--- src/hw/rtl/ndef_pkg.sv ---
package ndef_pkg;

    localparam logic [31:0] LONG_LEN_BYTES = 32'd4;
    localparam logic [7:0]  LAST_CTRL_CHAR = 8'd31;
    localparam logic [7:0]  DEL_CHAR       = 8'd127;

    localparam int FLAG_MB_BIT = 7;
    localparam int FLAG_ME_BIT = 6;
    localparam int FLAG_CF_BIT = 5;
    localparam int FLAG_SR_BIT = 4;
    localparam int FLAG_IL_BIT = 3;

    localparam logic [2:0] KIND_HEADER   = 3'd0;
    localparam logic [2:0] KIND_TYPE_LEN = 3'd1;
    localparam logic [2:0] KIND_PAY_LEN  = 3'd2;
    localparam logic [2:0] KIND_ID_LEN   = 3'd3;
    localparam logic [2:0] KIND_TYPE     = 3'd4;
    localparam logic [2:0] KIND_ID       = 3'd5;
    localparam logic [2:0] KIND_PAYLOAD  = 3'd6;
    localparam logic [2:0] KIND_SKIPPED  = 3'd7;

    localparam logic [1:0] ERR_NONE      = 2'd0;
    localparam logic [1:0] ERR_BAD_CHAR  = 2'd1;
    localparam logic [1:0] ERR_TRUNCATED = 2'd2;

    typedef enum logic [6:0] {
        PH_HEADER  = 7'b0000001,
        PH_TYPELEN = 7'b0000010,
        PH_PAYLEN  = 7'b0000100,
        PH_IDLEN   = 7'b0001000,
        PH_TYPE    = 7'b0010000,
        PH_ID      = 7'b0100000,
        PH_PAYLOAD = 7'b1000000
    } t_phase;

    typedef struct packed {
        t_phase      phase;
        logic [31:0] bytes_left;
        logic        done;
    } t_entry;

    typedef struct packed {
        logic [2:0]  field_kind;
        logic [7:0]  data_byte;
        logic [2:0]  tnf;
        logic        mb;
        logic        me;
        logic        cf;
        logic [31:0] payload_length;
        logic [7:0]  type_length;
        logic [7:0]  ident_len;
        logic        record_done;
        logic [1:0]  error_code;
    } t_result;

endpackage

--- src/hw/rtl/ndef_record_parser.sv ---
// NDEF record parser.
// Input channel: one record byte per transfer (i_data_byte_in) with i_frame_end
// marking the last byte available in the buffer; i_in_valid / o_in_ready.
// Output channel: one result per input byte, giving the field the byte belongs
// to, the byte itself, the current header flags and lengths, a record-done
// strobe and an error code; o_out_valid / i_out_ready.
// The result of an accepted byte is valid after the accepting edge when the
// result register is free or being read. Throughput is one byte per cycle while
// o_in_ready is high, set by the single register stage holding state and result.
// A two-entry output stage (result register plus skid register) lets the
// parser take a byte while a finished result waits. When the receiver stalls
// and both entries are full, o_in_ready drops until the receiver takes one.
// Reset (i_rst_n low at a clock edge) empties the output stage and returns the
// parser to expecting a header byte with all flags and lengths cleared.
// After an invalid type character, bytes are tagged as skipped until a byte
// with i_frame_end; a frame end inside an unfinished record reports truncation.
module ndef_record_parser (
    input  logic        i_clk,
    input  logic        i_rst_n,
    input  logic        i_in_valid,
    output logic        o_in_ready,
    input  logic [7:0]  i_data_byte_in,
    input  logic        i_frame_end,
    output logic        o_out_valid,
    input  logic        i_out_ready,
    output logic [2:0]  o_field_kind,
    output logic [7:0]  o_data_byte_out,
    output logic [2:0]  o_type_name_format,
    output logic        o_message_begin,
    output logic        o_message_end,
    output logic        o_chunked,
    output logic [31:0] o_payload_length,
    output logic [7:0]  o_type_length,
    output logic [7:0]  o_id_length,
    output logic        o_record_done,
    output logic [1:0]  o_error_code
);
    import ndef_pkg::*;

    t_phase      r_phase, n_phase;
    logic [7:0]  r_flags, n_flags;
    logic [7:0]  r_type_len, n_type_len;
    logic [7:0]  r_id_len, n_id_len;
    logic [31:0] r_pay_len, n_pay_len;
    logic [31:0] r_bytes_left, n_bytes_left;
    logic        r_skip, n_skip;

    t_result     r_out, r_skid, n_res;
    logic        r_out_valid, r_skid_valid;

    logic        accept, pop;
    logic [2:0]  kind;
    logic [1:0]  err;
    logic        done;
    logic [31:0] bl_dec;
    t_entry      entry;

    function automatic t_entry f_enter(
        input logic        allow_type,
        input logic        allow_id,
        input logic [7:0]  tl,
        input logic [7:0]  il,
        input logic [31:0] pl
    );
        t_entry e;
        e.done = 1'b0;
        if (allow_type && (tl != 8'd0)) begin
            e.phase      = PH_TYPE;
            e.bytes_left = {24'd0, tl};
        end else if (allow_id && (il != 8'd0)) begin
            e.phase      = PH_ID;
            e.bytes_left = {24'd0, il};
        end else if (pl != 32'd0) begin
            e.phase      = PH_PAYLOAD;
            e.bytes_left = pl;
        end else begin
            e.phase      = PH_HEADER;
            e.bytes_left = 32'd0;
            e.done       = 1'b1;
        end
        return e;
    endfunction

    assign accept = i_in_valid && o_in_ready;
    assign pop    = r_out_valid && i_out_ready;

    always_comb begin
        n_phase      = r_phase;
        n_flags      = r_flags;
        n_type_len   = r_type_len;
        n_id_len     = r_id_len;
        n_pay_len    = r_pay_len;
        n_bytes_left = r_bytes_left;
        n_skip       = r_skip;
        kind         = KIND_SKIPPED;
        err          = ERR_NONE;
        done         = 1'b0;
        bl_dec       = (r_bytes_left != 32'd0) ? (r_bytes_left - 32'd1) : 32'd0;
        entry        = '{phase: PH_HEADER, bytes_left: 32'd0, done: 1'b0};

        if (r_skip) begin
            if (i_frame_end) begin
                n_skip  = 1'b0;
                n_phase = PH_HEADER;
            end
        end else begin
            case (r_phase)
                PH_HEADER: begin
                    kind         = KIND_HEADER;
                    n_flags      = i_data_byte_in;
                    n_type_len   = 8'd0;
                    n_id_len     = 8'd0;
                    n_pay_len    = 32'd0;
                    n_bytes_left = 32'd0;
                    n_phase      = PH_TYPELEN;
                end
                PH_TYPELEN: begin
                    kind         = KIND_TYPE_LEN;
                    n_type_len   = i_data_byte_in;
                    n_bytes_left = r_flags[FLAG_SR_BIT] ? 32'd1 : LONG_LEN_BYTES;
                    n_phase      = PH_PAYLEN;
                end
                PH_PAYLEN: begin
                    kind         = KIND_PAY_LEN;
                    n_pay_len    = {r_pay_len[23:0], i_data_byte_in};
                    n_bytes_left = bl_dec;
                    if (bl_dec == 32'd0) begin
                        if (r_flags[FLAG_IL_BIT]) begin
                            n_phase = PH_IDLEN;
                        end else begin
                            entry        = f_enter(1'b1, 1'b1, r_type_len, r_id_len,
                                                   n_pay_len);
                            n_phase      = entry.phase;
                            n_bytes_left = entry.bytes_left;
                            done         = entry.done;
                        end
                    end
                end
                PH_IDLEN: begin
                    kind         = KIND_ID_LEN;
                    n_id_len     = i_data_byte_in;
                    entry        = f_enter(1'b1, 1'b1, r_type_len, i_data_byte_in,
                                           r_pay_len);
                    n_phase      = entry.phase;
                    n_bytes_left = entry.bytes_left;
                    done         = entry.done;
                end
                PH_TYPE: begin
                    kind = KIND_TYPE;
                    if ((i_data_byte_in <= LAST_CTRL_CHAR) || (i_data_byte_in == DEL_CHAR)) begin
                        err = ERR_BAD_CHAR;
                    end else begin
                        n_bytes_left = bl_dec;
                        if (bl_dec == 32'd0) begin
                            entry        = f_enter(1'b0, 1'b1, r_type_len, r_id_len,
                                                   r_pay_len);
                            n_phase      = entry.phase;
                            n_bytes_left = entry.bytes_left;
                            done         = entry.done;
                        end
                    end
                end
                PH_ID: begin
                    kind         = KIND_ID;
                    n_bytes_left = bl_dec;
                    if (bl_dec == 32'd0) begin
                        entry        = f_enter(1'b0, 1'b0, r_type_len, r_id_len, r_pay_len);
                        n_phase      = entry.phase;
                        n_bytes_left = entry.bytes_left;
                        done         = entry.done;
                    end
                end
                PH_PAYLOAD: begin
                    kind         = KIND_PAYLOAD;
                    n_bytes_left = bl_dec;
                    if (bl_dec == 32'd0) begin
                        n_phase = PH_HEADER;
                        done    = 1'b1;
                    end
                end
                default: begin
                    n_phase = PH_HEADER;
                end
            endcase

            if (err == ERR_BAD_CHAR) begin
                if (i_frame_end) begin
                    n_phase = PH_HEADER;
                end else begin
                    n_skip = 1'b1;
                end
            end else if (i_frame_end && !done) begin
                err     = ERR_TRUNCATED;
                n_phase = PH_HEADER;
            end
        end

        n_res.field_kind     = kind;
        n_res.data_byte      = i_data_byte_in;
        n_res.tnf            = n_flags[2:0];
        n_res.mb             = n_flags[FLAG_MB_BIT];
        n_res.me             = n_flags[FLAG_ME_BIT];
        n_res.cf             = n_flags[FLAG_CF_BIT];
        n_res.payload_length = n_pay_len;
        n_res.type_length    = n_type_len;
        n_res.ident_len      = n_id_len;
        n_res.record_done    = done;
        n_res.error_code     = err;
    end

    always_ff @(posedge i_clk) begin
        if (!i_rst_n) begin
            r_phase      <= PH_HEADER;
            r_flags      <= 8'd0;
            r_type_len   <= 8'd0;
            r_id_len     <= 8'd0;
            r_pay_len    <= 32'd0;
            r_bytes_left <= 32'd0;
            r_skip       <= 1'b0;
        end else if (accept) begin
            r_phase      <= n_phase;
            r_flags      <= n_flags;
            r_type_len   <= n_type_len;
            r_id_len     <= n_id_len;
            r_pay_len    <= n_pay_len;
            r_bytes_left <= n_bytes_left;
            r_skip       <= n_skip;
        end
    end

    always_ff @(posedge i_clk) begin
        if (!i_rst_n) begin
            r_out_valid  <= 1'b0;
            r_skid_valid <= 1'b0;
        end else if (!r_out_valid || pop) begin
            if (r_skid_valid) begin
                r_out_valid  <= 1'b1;
                r_skid_valid <= 1'b0;
            end else begin
                r_out_valid <= accept;
            end
        end else if (accept) begin
            r_skid_valid <= 1'b1;
        end
    end

    always_ff @(posedge i_clk) begin
        if (!r_out_valid || pop) begin
            if (r_skid_valid) begin
                r_out <= r_skid;
            end else if (accept) begin
                r_out <= n_res;
            end
        end else if (accept) begin
            r_skid <= n_res;
        end
    end

    assign o_in_ready         = !r_skid_valid;
    assign o_out_valid        = r_out_valid;
    assign o_field_kind       = r_out.field_kind;
    assign o_data_byte_out    = r_out.data_byte;
    assign o_type_name_format = r_out.tnf;
    assign o_message_begin    = r_out.mb;
    assign o_message_end      = r_out.me;
    assign o_chunked          = r_out.cf;
    assign o_payload_length   = r_out.payload_length;
    assign o_type_length      = r_out.type_length;
    assign o_id_length        = r_out.ident_len;
    assign o_record_done      = r_out.record_done;
    assign o_error_code       = r_out.error_code;

    a_skid_needs_out: assert property (@(posedge i_clk) disable iff (!i_rst_n)
        r_skid_valid |-> r_out_valid)
        else $error("skid entry held while result register is empty");

    a_skip_in_type: assert property (@(posedge i_clk) disable iff (!i_rst_n)
        r_skip |-> (r_phase == PH_TYPE))
        else $error("skipping outside of a type field");

    a_body_count: assert property (@(posedge i_clk) disable iff (!i_rst_n)
        ((r_phase == PH_TYPE) || (r_phase == PH_ID) || (r_phase == PH_PAYLOAD))
            |-> (r_bytes_left != 32'd0))
        else $error("body field entered with no bytes left");

    a_err_not_done: assert property (@(posedge i_clk) disable iff (!i_rst_n)
        (o_out_valid && (o_error_code != ERR_NONE)) |-> !o_record_done)
        else $error("record reported both done and in error");

endmodule

--- config.mk ---
export PLATFORM = sky130hd
export DESIGN_NAME = ndef_record_parser
export DESIGN_NICKNAME = d
export VERILOG_FILES = /design/src/hw/rtl/ndef_pkg.sv /design/src/hw/rtl/ndef_record_parser.sv
export SDC_FILE = /design/constraint.sdc
export NUM_CORES = 1
export LEC_CHECK = 0
export BUFFER_PORTS_ARGS = -buffer_cell sky130_fd_sc_hd__buf_2
export CORE_UTILIZATION = 45
export CTS_CLUSTER_SIZE = 10
export DETAILED_ROUTE_END_ITERATION = 6
export PLACE_DENSITY = 0.71
export SLEW_MARGIN = 25
export SYNTH_ARGS = -nofsm -noshare
export SYNTH_HDL_FRONTEND = slang
export SYNTH_SLANG_ARGS = --single-unit
--- constraint.sdc ---
create_clock -name i_clk -period 5.3 [get_ports i_clk]
set_input_delay 1.06 -clock i_clk [delete_from_list [all_inputs] [get_ports i_clk]]
set_output_delay 1.06 -clock i_clk [all_outputs]
set_load 0.01 [all_outputs]
; After elaboration in Yosys (flattened, before gate mapping)
; Index checks and enable logic that the tools add are counted.
[classes]
addsub = 1
n_lt_le_gt_ge = 1
eq_ne = 11
mux = 65
n_bitwise = 3
reduce_logical = 23
[op_table]
columns = cell, n
row1 = $mux 39, 7
row2 = $mux 32, 7
row3 = $pmux 32 s7, 1
row4 = $mux 68, 2
row5 = $reduce_bool 32->1, 3
row6 = $mux 7, 11
row7 = $pmux 32 s2, 1
row8 = $pmux 7 s7, 1
row9 = $logic_not 32->1, 1
row10 = $mux 8, 4
row11 = $pmux 8 s2, 2
row12 = $sub 32x1->32 const B, 1
row13 = $reduce_bool 8->1, 3
row14 = $mux 1, 21
row15 = $pmux 3 s7, 1
row16 = $eq 8x7->1 const B, 1
row17 = $le 8x5->1 const B, 1
row18 = $mux 2, 4
row19 = $eq 7x1->1 const B, 1
row20 = $eq 7x2->1 const B, 1
row21 = $eq 7x3->1 const B, 1
row22 = $eq 7x4->1 const B, 1
row23 = $eq 7x5->1 const B, 1
row24 = $eq 7x6->1 const B, 1
row25 = 15 further kinds, 26
[word_totals]
regBits = 234
output_inout_bits = 70
word_cells = 136

; Depth between registers and ports, before layout
[logic_depth]
ltp_word = 15
mapped_depth = 13

; Worst setup path after synthesis
; Ideal clock, no wire load.
[synth_path]
path_type = input -> register
start = input port i_in_valid
end = register r_skid[0] (netlist bit), enable pin
arrival_time_ns = 4.413
setup_slack_ns = 0.392
cell_stages = 4
n_path_buf = 2
path_cell_list = nand2_1 clkbuf_1 buf_1 nor2_1
[synth_via]
elab_chain_cells = 2
[synth_rtl]
columns = item, line_no
row1 = start: declaration, ndef_record_parser.sv:20  ; input logic i_in_valid,
row2 = $logic_and 1x1->1, ndef_record_parser.sv:84  ; assign accept = i_in_valid && o_in_ready;
row3 = $reduce_and 2->1 (no source line), -
row4 = end signal: assignment, ndef_record_parser.sv:255  ; r_skid <= n_res;
row5 = end: declaration, ndef_record_parser.sv:48  ; t_result r_out, r_skid, n_res;
; No other way between the ends.
; A chain may end at the register's enable or synchronous reset.

; Worst setup path after layout
[layout_path]
start = register r_bytes_left[0]
end = register r_bytes_left[12]
[layout_via]
elab_chain_cells = 6
elab_cells_between_ends = 10
[layout_rtl]
columns = item, line_no
row1 = start: declaration, ndef_record_parser.sv:45  ; logic [31:0] r_bytes_left, n_bytes_left;
row2 = start signal: assignment, ndef_record_parser.sv:226  ; r_bytes_left <= n_bytes_left;
row3 = $sub 32x1->32 or $reduce_bool 32->1 (tied branches), ndef_record_parser.sv:98  ; bl_dec = (r_bytes_left != 32'd0) ? (r_bytes_left - 32'd1) : 32'd0;
row4 = $mux 32 (*), ndef_record_parser.sv:98
row5 = $logic_not 32->1, "ndef_record_parser.sv:127, ndef_record_parser.sv:154, ndef_record_parser.sv:166"
row6 = $mux 32, ndef_record_parser.sv:154  ; if (bl_dec == 32'd0) begin
row7 = $mux 32, ndef_record_parser.sv:150  ; if ((i_data_byte_in <= LAST_CTRL_CHAR) || (i_data_byte_in == DEL_CHAR)) begin
row8 = $pmux 32 s7 (*), ndef_record_parser.sv:107  ; case (r_phase)
; Mark *: on every way between the ends. The rest lies on a longest branch, timed or not. The select of a mux whose other input is x is not followed.

==> summary.txt <==
slew margin rel.: 34.1%
Req. time, crit path: 5.76 ns
RD Place Congestion: 1.00
RSZ-0062 raised after global routing: false
hold path cells: 2
site row count: 59
Final Critical Period: 4.76 ns
largest net degree at the start of global routing: 68
commonest non-fill, non-tap cell in the layout: nor2_1
Via density: 6.33
number of global-route vias before repair: 9827
Setup-failing EPs final: 0
Layout fillers: 2341
# IOs: 83
violated checks: design-rule violations
register area share after synthesis: 49.7%
P_leak: 5.05 nW
CTS root buf: clkbuf_16
crit path max fanout: 10
Mapped Cells: 1254
total power: 4.44 mW
Avg Inst Size Synth: 9.70 µm²
Placed Cells incl. Taps: 1606
die width: 166 µm
post-route ant nets: 0
maximum VDD drop: 0.225 mV
Fmax: 0.210 GHz
CP max stage cell: nor3_1
skew final: 0.0194 ns
CP peak stage delay: 0.77 ns
DP HPWL: 25500 µm
worst slew pin tran: 0.987 ns
Final Max Slew Viols: 0
Worst Path Arrival: 5.21 ns
most frequent cells in the layout: nor2_1 (157), edfxtp_1 (136), nand2_1 (135), dfxtp_1 (98), o21ai_0 (86)
FFs w/ async S/R, synth: 0%
Layout area overhead: 12.8%
Initial DRT Pass Iterations: 7
gr usage total: 26.4%
Max-cap violations: 0
fin nets: 1316
CP Cell Sequence: inv_1, ha_1, or3b_1, o31a_1, or4_1, a2111oi_0, nor4b_1, a41oi_1, nor3_1, a2111oi_0, nor3_1
worst r2r dst: r_bytes_left[12]
Clock transition at path regs: 0.06 ns
status: finished with violations
Critical Path End Type: flip-flop
core area: 26300 µm²
Place WS: 0.702 ns
final WL: 36800 µm
wire per inst: 22.2 µm
via count: 10501
initial drt markers: 1408
Placement Cell Area: 12900 µm²
clock sink total: 234
Setup TNS: 0 ns
CTS Buf Count: 28
mapped cell area: 12200 µm²
Yosys cell types: 79
H-tree levels: 1
CTS resizes: 0
Tightest Hold Check Type: flip-flop to flip-flop
die area: 27700 µm²
worst hold slack: 0.461 ns
Post-synth EDFFs: 136
WHS Endpoint: r_flags[7]
clock buffer depth: 3
initial antenna violation count: 0
Worst Setup Start Kind: flip-flop
TritonCTS clock tree: yes
postcts setup bufs: 0
commonest register cell after synthesis: edfxtp_1
Fin. Hold Viols: 0
Tcrit/Tclk final: 89.7%
GRT overflow: 0
post-layout util: 52.2%
YS warnings: 0
Reg2Reg Setup Slack: 0.54 ns
CTS hold repair buffers: 0
Mapped Nets: 1269
CP Class: flip-flop to flip-flop
cells on worst reg2reg path: 11
die height: 166 µm
post-route cell area: 13700 µm²
antenna cells: 0
PwrDens: 324 nW/µm²
clk_lat worst skew: 0.55 ns
Hold Crit Start: r_flags[7]
final non-filler cell total: 1658
Port Buffers: 82
DRC: 11
Yosys reg bits: 234
first-pass GRT wire length: 58100 µm
share of cells above drive strength 1: 18.1%
Reg2Reg Launch Point: r_bytes_left[0]
slack of the critical path: 0.543 ns
Initial Utilization: 46.3%
-- Yosys cell counts, types with 18 or more instances --
| cell type | instances | area share (%) |
|---|---|---|
| nor3b_1 | 48 | 3.0 |
| mux2_2 | 73 | 6.8 |
| or4_1 | 20 | 1.2 |
| a22o_1 | 22 | 1.6 |
| a31oi_1 | 18 | 0.93 |
| nand2_1 | 136 | 4.2 |
| nor4_1 | 29 | 1.5 |
| nand3_1 | 25 | 1.0 |
| o21ai_0 | 86 | 3.5 |
| nor3_1 | 25 | 1.0 |
| clkbuf_1 | 79 | 2.4 |
| edfxtp_1 | 136 | 34 |
| a211oi_1 | 18 | 1.1 |
| a21oi_1 | 36 | 1.5 |
| dfxtp_1 | 98 | 16 |
| nor2_1 | 160 | 4.9 |
-- worst max path at each step --
stage | startpoint | endpoint | slack [ns] | cells past startpoint
final | r_bytes_left[0] | r_bytes_left[12] | 0.54 | 11
after global routing | r_bytes_left[0] | r_bytes_left[12] | 0.24 | 11
after CTS | r_bytes_left[0] | r_bytes_left[12] | 0.69 | 11
after detailed placement | r_bytes_left[0] | r_bytes_left[12] | 0.70 | 11
after global placement | r_bytes_left[4] | r_phase[0] | 0.73 | 9
after floorplan | i_in_valid | r_skid[0] | 0.39 | 4
-- registers in the layout (all words and copies together), names as in the netlist, 2 cells and up --
register and flops:
o_field_kind 3, r_pay_len 32, o_type_length 8, o_payload_length 32, o_type_name_format 3, r_flags 8, r_skid 68, r_id_len 8
r_type_len 8, o_error_code 2, o_id_length 8, r_bytes_left 32, r_phase 7, o_data_byte_out 8
-- metal layers --
metal	global-route usage, %	vias up	part of all wire [%]
li1	-	4813	-
met1	38.7	5052	43
met2	40.6	564	45
met3	4.40	72	9.4
met4	6.28	0	2.3
met5	0	-	0
-- cell type report --
class                   count  area (µm²)  area share, %
inverters                  18        67.6          0.492
flip-flops and latches    234        6050           44.0
multi-input cells         910        5740           41.8
clock inverters             5        62.6          0.456
repair buffers            109         626           4.56
clock buffers              47         772           5.62
well taps                 335         419           3.05
-- power breakdown --
group	internal, mW	switching [mW]	leakage, nW	total, mW
clock	1.03	0.727	0.394	1.76
combinational	0.206	0.399	2.56	0.605
sequential	2.02	0.0624	2.09	2.08
-- critical path: cells and delay by family, from the launching register on --
| kind | cells | cell delay (ns) |
|---|---|---|
| buf+inv | 1 | 0.13 |
| fa+ha+maj | 1 | 0.32 |
| compound gates | 4 | 1.35 |
| simple gates | 5 | 2.52 |
| flops | 1 | 0.38 |
-- kinds of logic after synthesis --
| kind of cell | after synthesis | share of synthesized area, % |
|---|---|---|
| adder cells (fa/ha/maj) | 3 | 0.288 |
| multiplexers | 74 | 6.84 |
| XOR/XNOR | 18 | 1.30 |
| flip-flops | 234 | 49.7 |
| AO/OA/AOI/OAI | 299 | 17.1 |
| AND/OR/NAND/NOR | 516 | 21.3 |
| buffers and inverters | 110 | 3.57 |
Power figures use the tool's default switching activity.
